==> config.mk <==
export PLATFORM = sky130hd
export DESIGN_NAME = aaq_skid_flat
export DESIGN_NICKNAME = d
export VERILOG_FILES = /design/src/sv/aaq_pkg.sv /design/src/sv/aaq_out_if.sv /design/src/sv/aaq_skid.sv /design/src/flat_wrapper.sv
export SDC_FILE = /design/constraint.sdc
export NUM_CORES = 1
export LEC_CHECK = 0
export BUFFER_PORTS_ARGS = -buffer_cell sky130_fd_sc_hd__buf_4
export CAP_MARGIN = 20
export CORE_ASPECT_RATIO = 0.6
export CORE_MARGIN = 2
export CORE_UTILIZATION = 54
export CTS_BUF_LIST = sky130_fd_sc_hd__clkbuf_8
export DETAILED_ROUTE_END_ITERATION = 7
export PLACE_DENSITY = 0.93
export SKIP_LAST_GASP = 1
export SYNTH_ARGS = -nofsm -noshare
export SYNTH_HDL_FRONTEND = slang
export SYNTH_SLANG_ARGS = --single-unit
==> constraint.sdc <==
create_clock -name i_clk -period 6.9 [get_ports i_clk]
set_input_delay 0.69 -clock i_clk [delete_from_list [all_inputs] [get_ports i_clk]]
set_output_delay 0.69 -clock i_clk [all_outputs]
set_load 0.01 [all_outputs]
==> src/sv/aaq_pkg.sv <==
package aaq_pkg;

    // result format
    localparam int OUT_FRAC_BITS = 14;
    localparam int OUT_W         = OUT_FRAC_BITS + 2;
    localparam logic [63:0] OUT_ONE = 64'd1 << OUT_FRAC_BITS;

    // CORDIC
    localparam int CORDIC_STEPS_DEF = 16;
    localparam int MAX_STEPS        = 24;

    // atan(2^-i), 2^32 units per turn
    localparam logic [31:0] ATAN_TAB [MAX_STEPS] = '{
        32'd536870912, 32'd316933406, 32'd167458907, 32'd85004756, 32'd42667331,
        32'd21354465,  32'd10679838,  32'd5340245,   32'd2670163,  32'd1335087,
        32'd667544,    32'd333772,    32'd166886,    32'd83443,    32'd41722,
        32'd20861,     32'd10430,     32'd5215,      32'd2608,     32'd1304,
        32'd652,       32'd326,       32'd163,       32'd81
    };

    // result word
    typedef struct packed {
        logic [OUT_W-1:0] qx;
        logic [OUT_W-1:0] qy;
        logic [OUT_W-1:0] qz;
        logic [OUT_W-1:0] qw;
        logic             zero;
    } t_res;

    // inverse CORDIC gain, Q30, for a given step count
    function automatic longint cordic_gain(input int steps);
        int n;
        int s;
        n = steps;
        if (n > MAX_STEPS) n = MAX_STEPS;
        if (n < 1) n = 1;
        s = 2 * n;
        return 64'sd652032874 + ((64'sd434688583 + (64'sd1 <<< (s - 1))) >>> s);
    endfunction

    // round half away from zero, drop 'shift' bits, clamp to +-1
    function automatic logic [OUT_W-1:0] to_out(input logic signed [63:0] v,
                                                 input int shift);
        logic        neg;
        logic [63:0] m;
        neg = v[63];
        m   = neg ? 64'(-v) : 64'(v);
        if (shift > 0) m = (m + (64'd1 << (shift - 1))) >> shift;
        if (m > OUT_ONE) m = OUT_ONE;
        if (neg) m = 64'(-m);
        return m[OUT_W-1:0];
    endfunction

endpackage

==> src/sv/aaq_out_if.sv <==
interface aaq_out_if;
    import aaq_pkg::*;

    logic                    valid;
    logic                    ready;
    logic signed [OUT_W-1:0] quat_x;
    logic signed [OUT_W-1:0] quat_y;
    logic signed [OUT_W-1:0] quat_z;
    logic signed [OUT_W-1:0] quat_w;
    logic                    axis_zero;

    modport source (output valid, quat_x, quat_y, quat_z, quat_w, axis_zero, input ready);
    modport sink   (input valid, quat_x, quat_y, quat_z, quat_w, axis_zero, output ready);
endinterface

==> src/sv/aaq_skid.sv <==
module aaq_skid (
    input  logic          i_clk,
    input  logic          i_rst_n,
    input  logic          i_push,
    input  aaq_pkg::t_res i_res,
    output logic          o_room,
    aaq_out_if.source     o_quat
);
    import aaq_pkg::*;

    // two-word output queue, head drives the port
    logic [1:0] r_cnt, n_cnt;
    t_res       r_head, r_tail;
    logic       pop;

    assign pop    = (r_cnt != 2'd0) && o_quat.ready;
    assign o_room = (r_cnt != 2'd2);
    assign n_cnt  = 2'(r_cnt + {1'b0, i_push} - {1'b0, pop});

    always_ff @(posedge i_clk) begin
        if (!i_rst_n) begin
            r_cnt <= 2'd0;
        end else begin
            r_cnt <= n_cnt;
        end
    end

    always_ff @(posedge i_clk) begin
        if (pop && r_cnt == 2'd2) begin
            r_head <= r_tail;
        end
        if (i_push) begin
            if (r_cnt == 2'd0 || (r_cnt == 2'd1 && pop)) begin
                r_head <= i_res;
            end else begin
                r_tail <= i_res;
            end
        end
    end

    assign o_quat.valid     = (r_cnt != 2'd0);
    assign o_quat.quat_x    = r_head.qx;
    assign o_quat.quat_y    = r_head.qy;
    assign o_quat.quat_z    = r_head.qz;
    assign o_quat.quat_w    = r_head.qw;
    assign o_quat.axis_zero = r_head.zero;

`ifndef SYNTHESIS
    a_cnt_range: assert property (@(posedge i_clk) disable iff (!i_rst_n)
        r_cnt != 2'd3) else $error("skid count out of range");
    a_no_overfill: assert property (@(posedge i_clk) disable iff (!i_rst_n)
        i_push |-> r_cnt != 2'd2) else $error("push into full skid");
    a_full_holds: assert property (@(posedge i_clk) disable iff (!i_rst_n)
        (r_cnt == 2'd2 && !o_quat.ready) |=> r_cnt == 2'd2)
        else $error("full skid lost a word");
`endif

endmodule

==> src/flat_wrapper.sv <==
// flat-port wrapper written by rule: the top's interface ports become plain ports
module aaq_skid_flat import aaq_pkg::*;
  (i_clk, i_rst_n, i_push, i_res, o_room, o_quat_valid, o_quat_quat_x, o_quat_quat_y, o_quat_quat_z, o_quat_quat_w, o_quat_axis_zero, o_quat_ready);
  aaq_out_if o_quat_i ();
  input  logic i_clk;
  input  logic i_rst_n;
  input  logic i_push;
  input  aaq_pkg::t_res i_res;
  output logic o_room;
  output wire logic [$bits(o_quat_i.valid)-1:0] o_quat_valid;
  output wire logic [$bits(o_quat_i.quat_x)-1:0] o_quat_quat_x;
  output wire logic [$bits(o_quat_i.quat_y)-1:0] o_quat_quat_y;
  output wire logic [$bits(o_quat_i.quat_z)-1:0] o_quat_quat_z;
  output wire logic [$bits(o_quat_i.quat_w)-1:0] o_quat_quat_w;
  output wire logic [$bits(o_quat_i.axis_zero)-1:0] o_quat_axis_zero;
  input wire logic [$bits(o_quat_i.ready)-1:0] o_quat_ready;
  assign o_quat_valid = o_quat_i.valid;
  assign o_quat_quat_x = o_quat_i.quat_x;
  assign o_quat_quat_y = o_quat_i.quat_y;
  assign o_quat_quat_z = o_quat_i.quat_z;
  assign o_quat_quat_w = o_quat_i.quat_w;
  assign o_quat_axis_zero = o_quat_i.axis_zero;
  assign o_quat_i.ready = o_quat_ready;
  aaq_skid u_core (.i_clk(i_clk), .i_rst_n(i_rst_n), .i_push(i_push), .i_res(i_res), .o_room(o_room), .o_quat(o_quat_i));
endmodule
# == Word-level counts from Yosys, hierarchy flattened ==
# Cells that the tools add are included.
# totals
register_bits,132
inputBits,69
out_inout_bits,67
word_cells,27
# classes
n_addsub,2
n_eq_ne,3
muxes,3
bitwise,1
reduce_logical,7
# op_table
cell,count
$mux 65,3
$logic_and 1x1->1,3
$add 2x1->2,1
$eq 2x1->1 const B,1
$eq 2x2->1 const B,1
$logic_not 2->1,1
$ne 2x2->1 const B,1
$reduce_and 2->1,1
$reduce_bool 2->1,1
$sub 2x1->2,1
$logic_or 1x1->1,1
$not 1->1,1

# == Depth between registers and ports, before layout ==
# Gate-level depths: netlist of the first run.
# depth
word_depth,6
mapped_depth,7
mapped_depth_nobuf,5

# == Least setup slack after synthesis of the first run ==
# No wires, ideal clock.
# synth_timing
path_type,input to register
start,input port o_quat_ready
end,register u_core.r_tail[0] (netlist bit) (enable)
setup_ps,588
t_arrival_ps,5597
required_time_ps,6312
path_slack_ps,715
path_stages,2
n_path_buf,0
cell_sequence,nand2b_1 > a21boi_0
# synth_between
elab_chain_cells,5
# synth_lines
element,line_no,text
from (decl),flat_wrapper.sv:16,input wire logic [$bits(o_quat_i.ready)-1:0] o_quat_ready;
$logic_and 1x1->1,aaq_skid.sv:16,assign pop = (r_cnt != 2'd0) && o_quat.ready;
$logic_and 1x1->1,aaq_skid.sv:33,if (r_cnt == 2'd0 || (r_cnt == 2'd1 && pop)) begin
$logic_or 1x1->1,aaq_skid.sv:33,
$not 1->1 (no source line),-,
$reduce_and 2->1 (no source line),-,
to (signal assigned),aaq_skid.sv:36,r_tail <= i_res;
to (decl),aaq_skid.sv:13,"t_res r_head, r_tail;"
# Every way passes these cells.
# A chain may end at the register's enable or synchronous reset.

# == Final worst setup path of the first run ==
# layout_timing
start,input port o_quat_ready
end,register u_core.r_tail[10] (netlist bit) (enable)
# The elaborated chain is that of the path after synthesis.

==> results of run 1 <==
[path summary, 6_finish.rpt]
path	from	end	slack, ps	cells after the start
max	o_quat_ready	u_core.r_tail[10]	4480	4
min	i_res[36]	u_core.r_tail[36]	450	1
max reg2reg	u_core.r_cnt[1]	u_core.r_tail[10]	4550	3
min reg2reg	u_core.r_cnt[1]	u_core.r_cnt[1]	580	2
[sequential cells by signal (all words and copies together) (netlist names)]
signal	count
u_core.o_quat.quat_z	16
u_core.o_quat.quat_x	16
u_core.r_tail	65
u_core.o_quat.quat_w	16
u_core.o_quat.quat_y	16
u_core.r_cnt	2
u_core.o_quat.axis_zero	1
[through the flow]
| stage | util, % | instance area (µm²) | setup slack [ps] |
|---|---|---|---|
| global placement | 67.46 | 6153 | 4087 |
| floorplan | - | 5059 | 715.4 |
| finish | 72.18 | 6584 | 4479 |
| global route | 72.18 | 6584 | 4379 |
| CTS | 72.18 | 6584 | 4510 |
| detailed placement | 67.68 | 6173 | 4053 |
[cells in the final DEF, fill, tap and decap left out]
cell type	Yosys	layout
bufinv_16	0	3
clkbuf_8	0	21
inv_1	1	8
a21boi_4	0	1
nand2b_1	3	3
mux2_2	102	102
buf_4	0	136
or2_2	1	1
clkinv_2	0	1
and2_1	1	1
mux2_4	28	28
nand3b_4	1	1
dfxtp_1	67	67
nand3_4	0	1
buf_12	0	1
mux2i_1	1	1
ha_1	1	1
nand2_1	3	3
edfxtp_1	65	65
[Yosys cell counts (all sizes together)]
cell	count	area [µm²]
nand3b	1	20.02
nand2b	3	18.77
nand2	3	11.26
mux2i	1	10.01
nand3	1	5.000
dfxtp	67	1341
a21boi	1	7.510
edfxtp	65	1952
inv	1	3.750
ha	1	12.51
and2	1	6.260
or2	1	6.260
mux2	130	1569
buf	14	95.09
[logic make-up after synthesis]
group                    synth area share [%]
AO/OA/AOI/OAI                          0.1485
adder cells (fa/ha/maj)                0.2473
buffers and inverters                   1.954
flip-flops                              65.10
multiplexers                            31.21
AND/OR/NAND/NOR                         1.336
[worst register-to-register path, delay by kind of cell, from the launching register on]
kind	cells	cell delay [ps]
DFF	1	440
buffers and inverters	2	740
AOI/OAI and AO/OA	1	790
[layout make-up]
class / instances / area (µm²)
Timing Repair Buffer: 137 / 1041
Clock inverter: 11 / 121.4
Clock buffer: 21 / 289.0
Sequential cell: 132 / 3293
Inverter: 1 / 3.754
Tap cell: 116 / 145.1
Fill cell: 594 / 2537
Multi-Input combinational cell: 143 / 1690
[routing by layer]
metal  global-route usage (%)  vias to the layer above  wire, µm  share of wire, %
li1                         -                     1362         -                 -
met1                    25.10                     1365      4339                45
met2                    30.85                      103      4433                46
met3                    7.412                       12       687               7.2
met4                    7.609                        0       117               1.2
met5                        0                        -         0                 0
[power breakdown]
group	switching (mW)	internal (mW)	total [mW]
combinational	0.134	0.236	0.370
clock	0.270	0.387	0.657
sequential	0.0450	0.911	0.956
total	0.448	1.53	1.98
==> results.sh, run 1 <==
export IMPL_arrival_ps=2470
export IMPL_root_buffer="clkbuf_8"
export IMPL_crit_type="in -> reg"
export IMPL_stdcell_count=561
export IMPL_crit_path_end_kind="flip-flop"
export IMPL_max_stage_delay_ps=800
export IMPL_status="finished clean"
export IMPL_tns_ps=0
export IMPL_insertion_delay_ps=420
export IMPL_worstPathCellList="buf_4 -> nand2b_1 -> a21boi_4 -> buf_4"
export IMPL_vdd_drop_max_mv=0.1796
export IMPL_grt_max_degree=66
export IMPL_cts_sinks=132
export IMPL_h_tree_depth=4
export IMPL_crit_fanout=37
export IMPL_max_cap_violations=0
export IMPL_initialDrtViolationCount=148
export IMPL_syn_avg_cell_area_um2=17.44
export IMPL_ios=136
export IMPL_post_place_cells=529
export IMPL_dp_hpwl_mm=6.439
export IMPL_postSynthCellCount=290
export IMPL_overflow=0
export IMPL_tightestPinTransition_ps=956.6
export IMPL_fin_crit_sh_pct=35.09
export IMPL_rsz0062_at_grt="false"
export IMPL_firstDrtPassIters=4
export IMPL_nets=502
export IMPL_crit_path_top_delay_cell="a21boi_4"
export IMPL_p_leak_nw=2.821
export IMPL_post_cts_setup_buffers=0
export IMPL_fin_crit_ps=2421
export IMPL_portBuffers=135
export IMPL_via_count=2842
export IMPL_std_cell_rows=27
export IMPL_die_w_um=129.0
export IMPL_synthesis_area_um2=5059
export IMPL_final_hold_violation_count=0
export IMPL_hold_path_class="in -> reg"
export IMPL_ys_types=16
export IMPL_syn_num_nets=360
export IMPL_setup_violations=0
export IMPL_core_area_um2=9121
export IMPL_crit_required_ps=6950
export IMPL_viasPerCell=5.066
export IMPL_grt_pass1_wl_mm=14.79
export IMPL_ant_nets=0
export IMPL_hold_buffers=0
export IMPL_postCtsResizedCells=0
export IMPL_start_util_pct=55.46
export IMPL_power_mw=1.983
export IMPL_wire_per_inst_um=17.07
export IMPL_syn_to_final_growth_pct=30.15
export IMPL_clockBufferDepth=2
export IMPL_die_area_um2=10180
export IMPL_place_gp_congestion=0.7054
export IMPL_tritoncts="built"
export IMPL_path_common_cell="buf_4"
export IMPL_yosysWarnings=0
export IMPL_slew_violations=0
export IMPL_diodes=0
export IMPL_die_h_um=78.97
export IMPL_cp_start_kind="input port"
export IMPL_clkTransAtPathRegs_ps=70
export IMPL_ys_seq_area_share_pct=65.10
export IMPL_wl_mm=9.578
export IMPL_crit_family="compound AO/OA/AOI/OAI gates"
export IMPL_route_detailed_drc=0
export IMPL_grt_pass1_vias=2904
export IMPL_numCtsBuffers=17
export IMPL_antenna_found_initial=0
export IMPL_drive_above_1_share_pct=66.52
export IMPL_fmax_ghz=0.4131
export IMPL_power_density_nw_per_um2=301.2
export IMPL_track_usage_pct=19.71
export IMPL_timing_hold_ws_ps=446.8
export IMPL_synth_seq_cells=132
export IMPL_worstPathBufferInverterCount=2
export IMPL_skew_ps=11.92
export IMPL_max_slew_margin_pct=36.07
(Power assumes the default switching activity.)
==> run 2: changes to the inputs <==
==> constraint.sdc (replaced) <==
create_clock -name i_clk -period 2.3 [get_ports i_clk]
set_input_delay 0.23 -clock i_clk [delete_from_list [all_inputs] [get_ports i_clk]]
set_output_delay 0.23 -clock i_clk [all_outputs]
set_load 0.01 [all_outputs]
==> results.sh, run 2 (same netlist as run 1, synthesis figures left out) <==
export IMPL_status="finished clean"
export IMPL_worstPathCellList="nand3b_4 -> buf_12 -> mux2_4 -> mux2_2"
export IMPL_power_density_nw_per_um2=822.8
export IMPL_grt_max_degree=66
export IMPL_antenna_found_initial=0
export IMPL_timing_hold_ws_ps=66.87
export IMPL_grt_pass1_wl_mm=18.00
export IMPL_utilization_pct=79.81
export IMPL_diodes=0
export IMPL_start_util_pct=55.46
export IMPL_numCtsBuffers=17
export IMPL_drive_above_1_share_pct=58.59
export IMPL_route_detailed_drc=0
export IMPL_fin_ws_ps=547.4
export IMPL_hold_depth=2
export IMPL_fillCellCount=480
export IMPL_overflow=0
export IMPL_power_mw=5.989
export IMPL_ant_nets=0
export IMPL_finalInstanceArea_um2=7279
export IMPL_crit_path_top_delay_cell="dfxtp_1"
export IMPL_via_count=3215
export IMPL_stdcell_count=628
export IMPL_post_cts_setup_buffers=0
export IMPL_clkTransAtPathRegs_ps=70
export IMPL_vdd_drop_max_mv=0.5540
export IMPL_postCtsResizedCells=0
export IMPL_die_w_um=129.0
export IMPL_final_hold_violation_count=0
export IMPL_crit_path_end_kind="flip-flop"
export IMPL_wl_mm=11.74
export IMPL_fin_crit_ps=1753
export IMPL_fin_crit_sh_pct=76.20
export IMPL_placed_area_um2=6246
export IMPL_h_tree_depth=4
export IMPL_syn_to_final_growth_pct=43.90
export IMPL_crit_required_ps=2610
export IMPL_ios=136
export IMPL_max_stage_delay_ps=430
export IMPL_mostFrequentLayoutCells="buf_4, mux2_2, dfxtp_1"
export IMPL_rsz0062_at_grt="false"
export IMPL_tritoncts="built"
export IMPL_setup_violations=0
export IMPL_cts_sinks=132
export IMPL_initialDrtViolationCount=151
export IMPL_crit_fanout=20
export IMPL_die_h_um=78.97
export IMPL_nets=570
export IMPL_std_cell_rows=27
export IMPL_cp_start_kind="flip-flop"
export IMPL_core_area_um2=9121
export IMPL_hold_buffers=65
export IMPL_track_usage_pct=24.10
export IMPL_max_cap_violations=0
export IMPL_tightestPinTransition_ps=372.5
export IMPL_slew_violations=0
export IMPL_wire_per_inst_um=18.69
export IMPL_arrival_ps=2060
export IMPL_insertion_delay_ps=420
export IMPL_dp_slack_ps=578.4
export IMPL_post_place_cells=532
export IMPL_p_leak_nw=3.109
export IMPL_firstDrtPassIters=4
export IMPL_dp_hpwl_mm=6.472
export IMPL_grt_pass1_vias=3476
export IMPL_largest_reg_flops=65
export IMPL_hold_path_class="in -> reg"
export IMPL_top_register="u_core.r_tail"
export IMPL_reg2reg_depth=4
export IMPL_portBuffers=135
export IMPL_root_buffer="clkbuf_8"
export IMPL_max_slew_margin_pct=75.17
export IMPL_clockBufferDepth=2
export IMPL_skew_ps=14.69
export IMPL_fmax_ghz=0.5706
export IMPL_layout_commonest_cell="buf_4"
export IMPL_place_gp_congestion=0.7350
export IMPL_tns_ps=0
export IMPL_die_area_um2=10180
export IMPL_crit_type="reg -> reg"
export IMPL_viasPerCell=5.119
## run 2: cell count changes in the layout (fill, tap and decap cells not counted), sizes merged
| cell | previous run | this run |
|---|---|---|
| dlygate4sd3 | 0 | 65 |
| bufinv | 3 | 2 |
| buf | 137 | 140 |
| inv | 8 | 6 |
| clkinv | 1 | 3 |
## run 2: layer usage
metal  up-vias  wire length, µm  share of wire [%]  GRT usage, %
met1      1567             4797                 41         27.99
met2       131             6102                 52         42.49
met5         -                0                  0             0
li1       1498                -                  -             -
met4         0              240                2.0         11.63
met3        19              596                5.1         5.593
## run 2: final cells by class
class,instances,area [µm²],share of cell area [%]
clock buffers,21,289.0,3.970
clock inverters,10,93.84,1.289
inverters,1,3.754,0.05156
multi-input cells,143,1690,23.22
flip-flops and latches,132,3293,45.24
well taps,116,145.1,1.994
repair buffers,205,1764,24.24
## run 2: worst max-delay path, delay by kind of cell, from the launching register on
family        cells  cell delay [ps]
flops             1              430
buf+inv           1              280
mux               2              590
simple gates      1              320
## run 2: worst paths after layout
| check | slack (ps) | from | endpoint |
|---|---|---|---|
| max reg2reg | 550 | u_core.r_cnt[1] | u_core.o_quat.quat_y[13] |
| max | 550 | u_core.r_cnt[1] | u_core.o_quat.quat_y[13] |
| min | 70 | i_rst_n | u_core.r_cnt[0] |
| min reg2reg | 590 | u_core.r_tail[2] | u_core.o_quat.quat_w[1] |
## run 2: power by group
part,internal (mW),switching [mW],leakage (nW)
logic,0.789,0.452,1.73
clock network,1.05,0.821,0.218
registers,2.73,0.145,1.16
total,4.57,1.42,3.11
==> run 3: changes to the inputs <==
--- a/config.mk
+++ b/config.mk
@@ -9,10 +9,10 @@
 export CAP_MARGIN = 20
 export CORE_ASPECT_RATIO = 0.6
 export CORE_MARGIN = 2
-export CORE_UTILIZATION = 54
+export CORE_UTILIZATION = 49
 export CTS_BUF_LIST = sky130_fd_sc_hd__clkbuf_8
 export DETAILED_ROUTE_END_ITERATION = 7
-export PLACE_DENSITY = 0.93
+export PLACE_DENSITY = 0.89
 export SKIP_LAST_GASP = 1
 export SYNTH_ARGS = -nofsm -noshare
 export SYNTH_HDL_FRONTEND = slang
==> constraint.sdc (replaced) <==
create_clock -name i_clk -period 1.5 [get_ports i_clk]
set_input_delay 0.15 -clock i_clk [delete_from_list [all_inputs] [get_ports i_clk]]
set_output_delay 0.15 -clock i_clk [all_outputs]
set_load 0.01 [all_outputs]
==> results.sh, run 3 (same netlist as run 1, synthesis figures left out) <==
export IMPL_core_area_um2=9950
export IMPL_grt_max_degree=36
export IMPL_status="finished, violations left"
export IMPL_r2r_start="u_core.r_cnt[0]"
export IMPL_crit_path_end_kind="flip-flop"
export IMPL_final_hold_violation_count=0
export IMPL_max_slew_margin_pct=84.42
export IMPL_hold_path_class="in -> reg"
export IMPL_hold_depth=3
export IMPL_drive_above_1_share_pct=60.12
export IMPL_tightestPinTransition_ps=233.7
export IMPL_viasPerCell=4.850
export IMPL_layout_commonest_cell="buf_4"
export IMPL_gr_usage_met1_pct=24.17
export IMPL_reg2reg_depth=4
export IMPL_crit_fanout=32
export IMPL_start_util_pct=50.84
export IMPL_max_cap_violations=0
export IMPL_clkTransAtPathRegs_ps=70
export IMPL_post_place_cells=556
export IMPL_reg2reg_to="u_core.o_quat.quat_y[2]"
export IMPL_nets=576
export IMPL_root_buffer="clkbuf_8"
export IMPL_cp_start_kind="flip-flop"
export IMPL_wire_per_inst_um=17.00
export IMPL_arrival_ps=1810
export IMPL_grt_pass1_vias=3419
export IMPL_largest_reg_flops=65
export IMPL_h_tree_depth=4
export IMPL_wl_mm=11.12
export IMPL_crit_required_ps=1810
export IMPL_power_mw=10.06
export IMPL_std_cell_rows=28
export IMPL_route_detailed_drc=0
export IMPL_die_w_um=135.2
export IMPL_insertion_delay_ps=420
export IMPL_reg2reg_slack_ps=-0.7
export IMPL_tritoncts="built"
export IMPL_cts_sinks=132
export IMPL_top_register="u_core.r_tail"
export IMPL_grt_use_met3_pct=7.143
export IMPL_dp_slack_ps=2.903
export IMPL_syn_to_final_growth_pct=48.55
export IMPL_mostFrequentLayoutCells="buf_4, mux2_2, dlygate4sd3_1"
export IMPL_vdd_drop_max_mv=1.059
export IMPL_violations="negative setup slack"
export IMPL_power_density_nw_per_um2=1338
export IMPL_antenna_found_initial=0
export IMPL_setup_violations=1
export IMPL_crit_type="reg -> reg"
export IMPL_min_to="u_core.r_cnt[0]"
export IMPL_fin_ws_ps=-0.6878
export IMPL_initialDrtViolationCount=74
export IMPL_overflow=0
export IMPL_clockBufferDepth=2
export IMPL_gr_usage_met2_pct=36.19
export IMPL_portBuffers=135
export IMPL_die_h_um=82.71
export IMPL_dp_hpwl_mm=6.921
export IMPL_fin_crit_sh_pct=100.0
export IMPL_fmax_ghz=0.6664
export IMPL_ant_nets=0
export IMPL_via_count=3172
export IMPL_diodes=0
export IMPL_p_leak_nw=3.189
export IMPL_ios=136
export IMPL_grt_pass1_wl_mm=17.29
export IMPL_rsz0062_at_grt="true"
export IMPL_fin_crit_ps=1501
export IMPL_track_usage_pct=20.87
export IMPL_die_area_um2=11180
export IMPL_stdcell_count=654
export IMPL_firstDrtPassIters=4
export IMPL_slew_violations=0
export IMPL_numCtsBuffers=17
export IMPL_min_from="i_push"
export IMPL_place_gp_congestion=0.7066
export IMPL_gr_max_usage_layer="met2"
export IMPL_skew_ps=10.13
## run 3: what timing repair did
action / 4_1_cts / 5_1_grt
hold endpoints to repair: 132 / 0
buffers inserted: 0 / 0
setup endpoints to repair: 1 / 23
hold buffers: 66 / 0
resized for setup: 0 / 1
## run 3: stage by stage
stage               util, %  setup TNS [ps]  instance area [µm²]  hold WS, ps
floorplan                 -          -31130                 5080        248.9
global placement      63.75               0                 6342        335.6
detailed placement    63.75               0                 6342        338.1
CTS                   75.45          -8.832                 7507        94.28
global route          75.53          -588.7                 7515        105.3
finish                75.53         -0.6878                 7515        116.2
## run 3: critical path: stages, from the launching register on
cell and delay [ps]:
dfxtp_2 330, nand3b_4 170, buf_16 240, mux2_2 370, mux2_2 260
## run 3: routing by layer
layer  vias up  routed length [µm]
li1       1515                   -
met2       100                5487
met4         0                 141
met3        13                 748
met5         -                   0
met1      1544                4744
## run 3: cell type report
cell class / count / area (µm²)
clock buffer: 18 / 247.7
clock inverter: 14 / 256.5
fill: 597 / 2435
inverter: 1 / 3.754
multi-input combinational: 143 / 1698
sequential: 132 / 3296
tap: 135 / 168.9
timing repair buffer: 211 / 1844
## run 3: power breakdown
group	internal (mW)	switching [mW]	total [mW]
Sequential	4.19	0.204	4.39
Combinational	1.24	0.683	1.93
Clock	2.36	1.38	3.73
Total	7.79	2.26	10.1
## run 3: worst max-delay path by stage
stage	start	end	slack, ps	cells past startpoint
after floorplan	u_core.r_cnt[0]	u_core.r_tail[0]	-480	2
after global placement	u_core.r_cnt[0]	u_core.o_quat.axis_zero	50	4
after detailed placement	u_core.r_cnt[0]	u_core.o_quat.quat_x[15]	3	4
after CTS	u_core.r_cnt[0]	u_core.o_quat.quat_x[15]	-9	4
after global routing	u_core.r_cnt[0]	u_core.o_quat.quat_y[1]	-40	4
final	u_core.r_cnt[0]	u_core.o_quat.quat_y[2]	-0.7	4
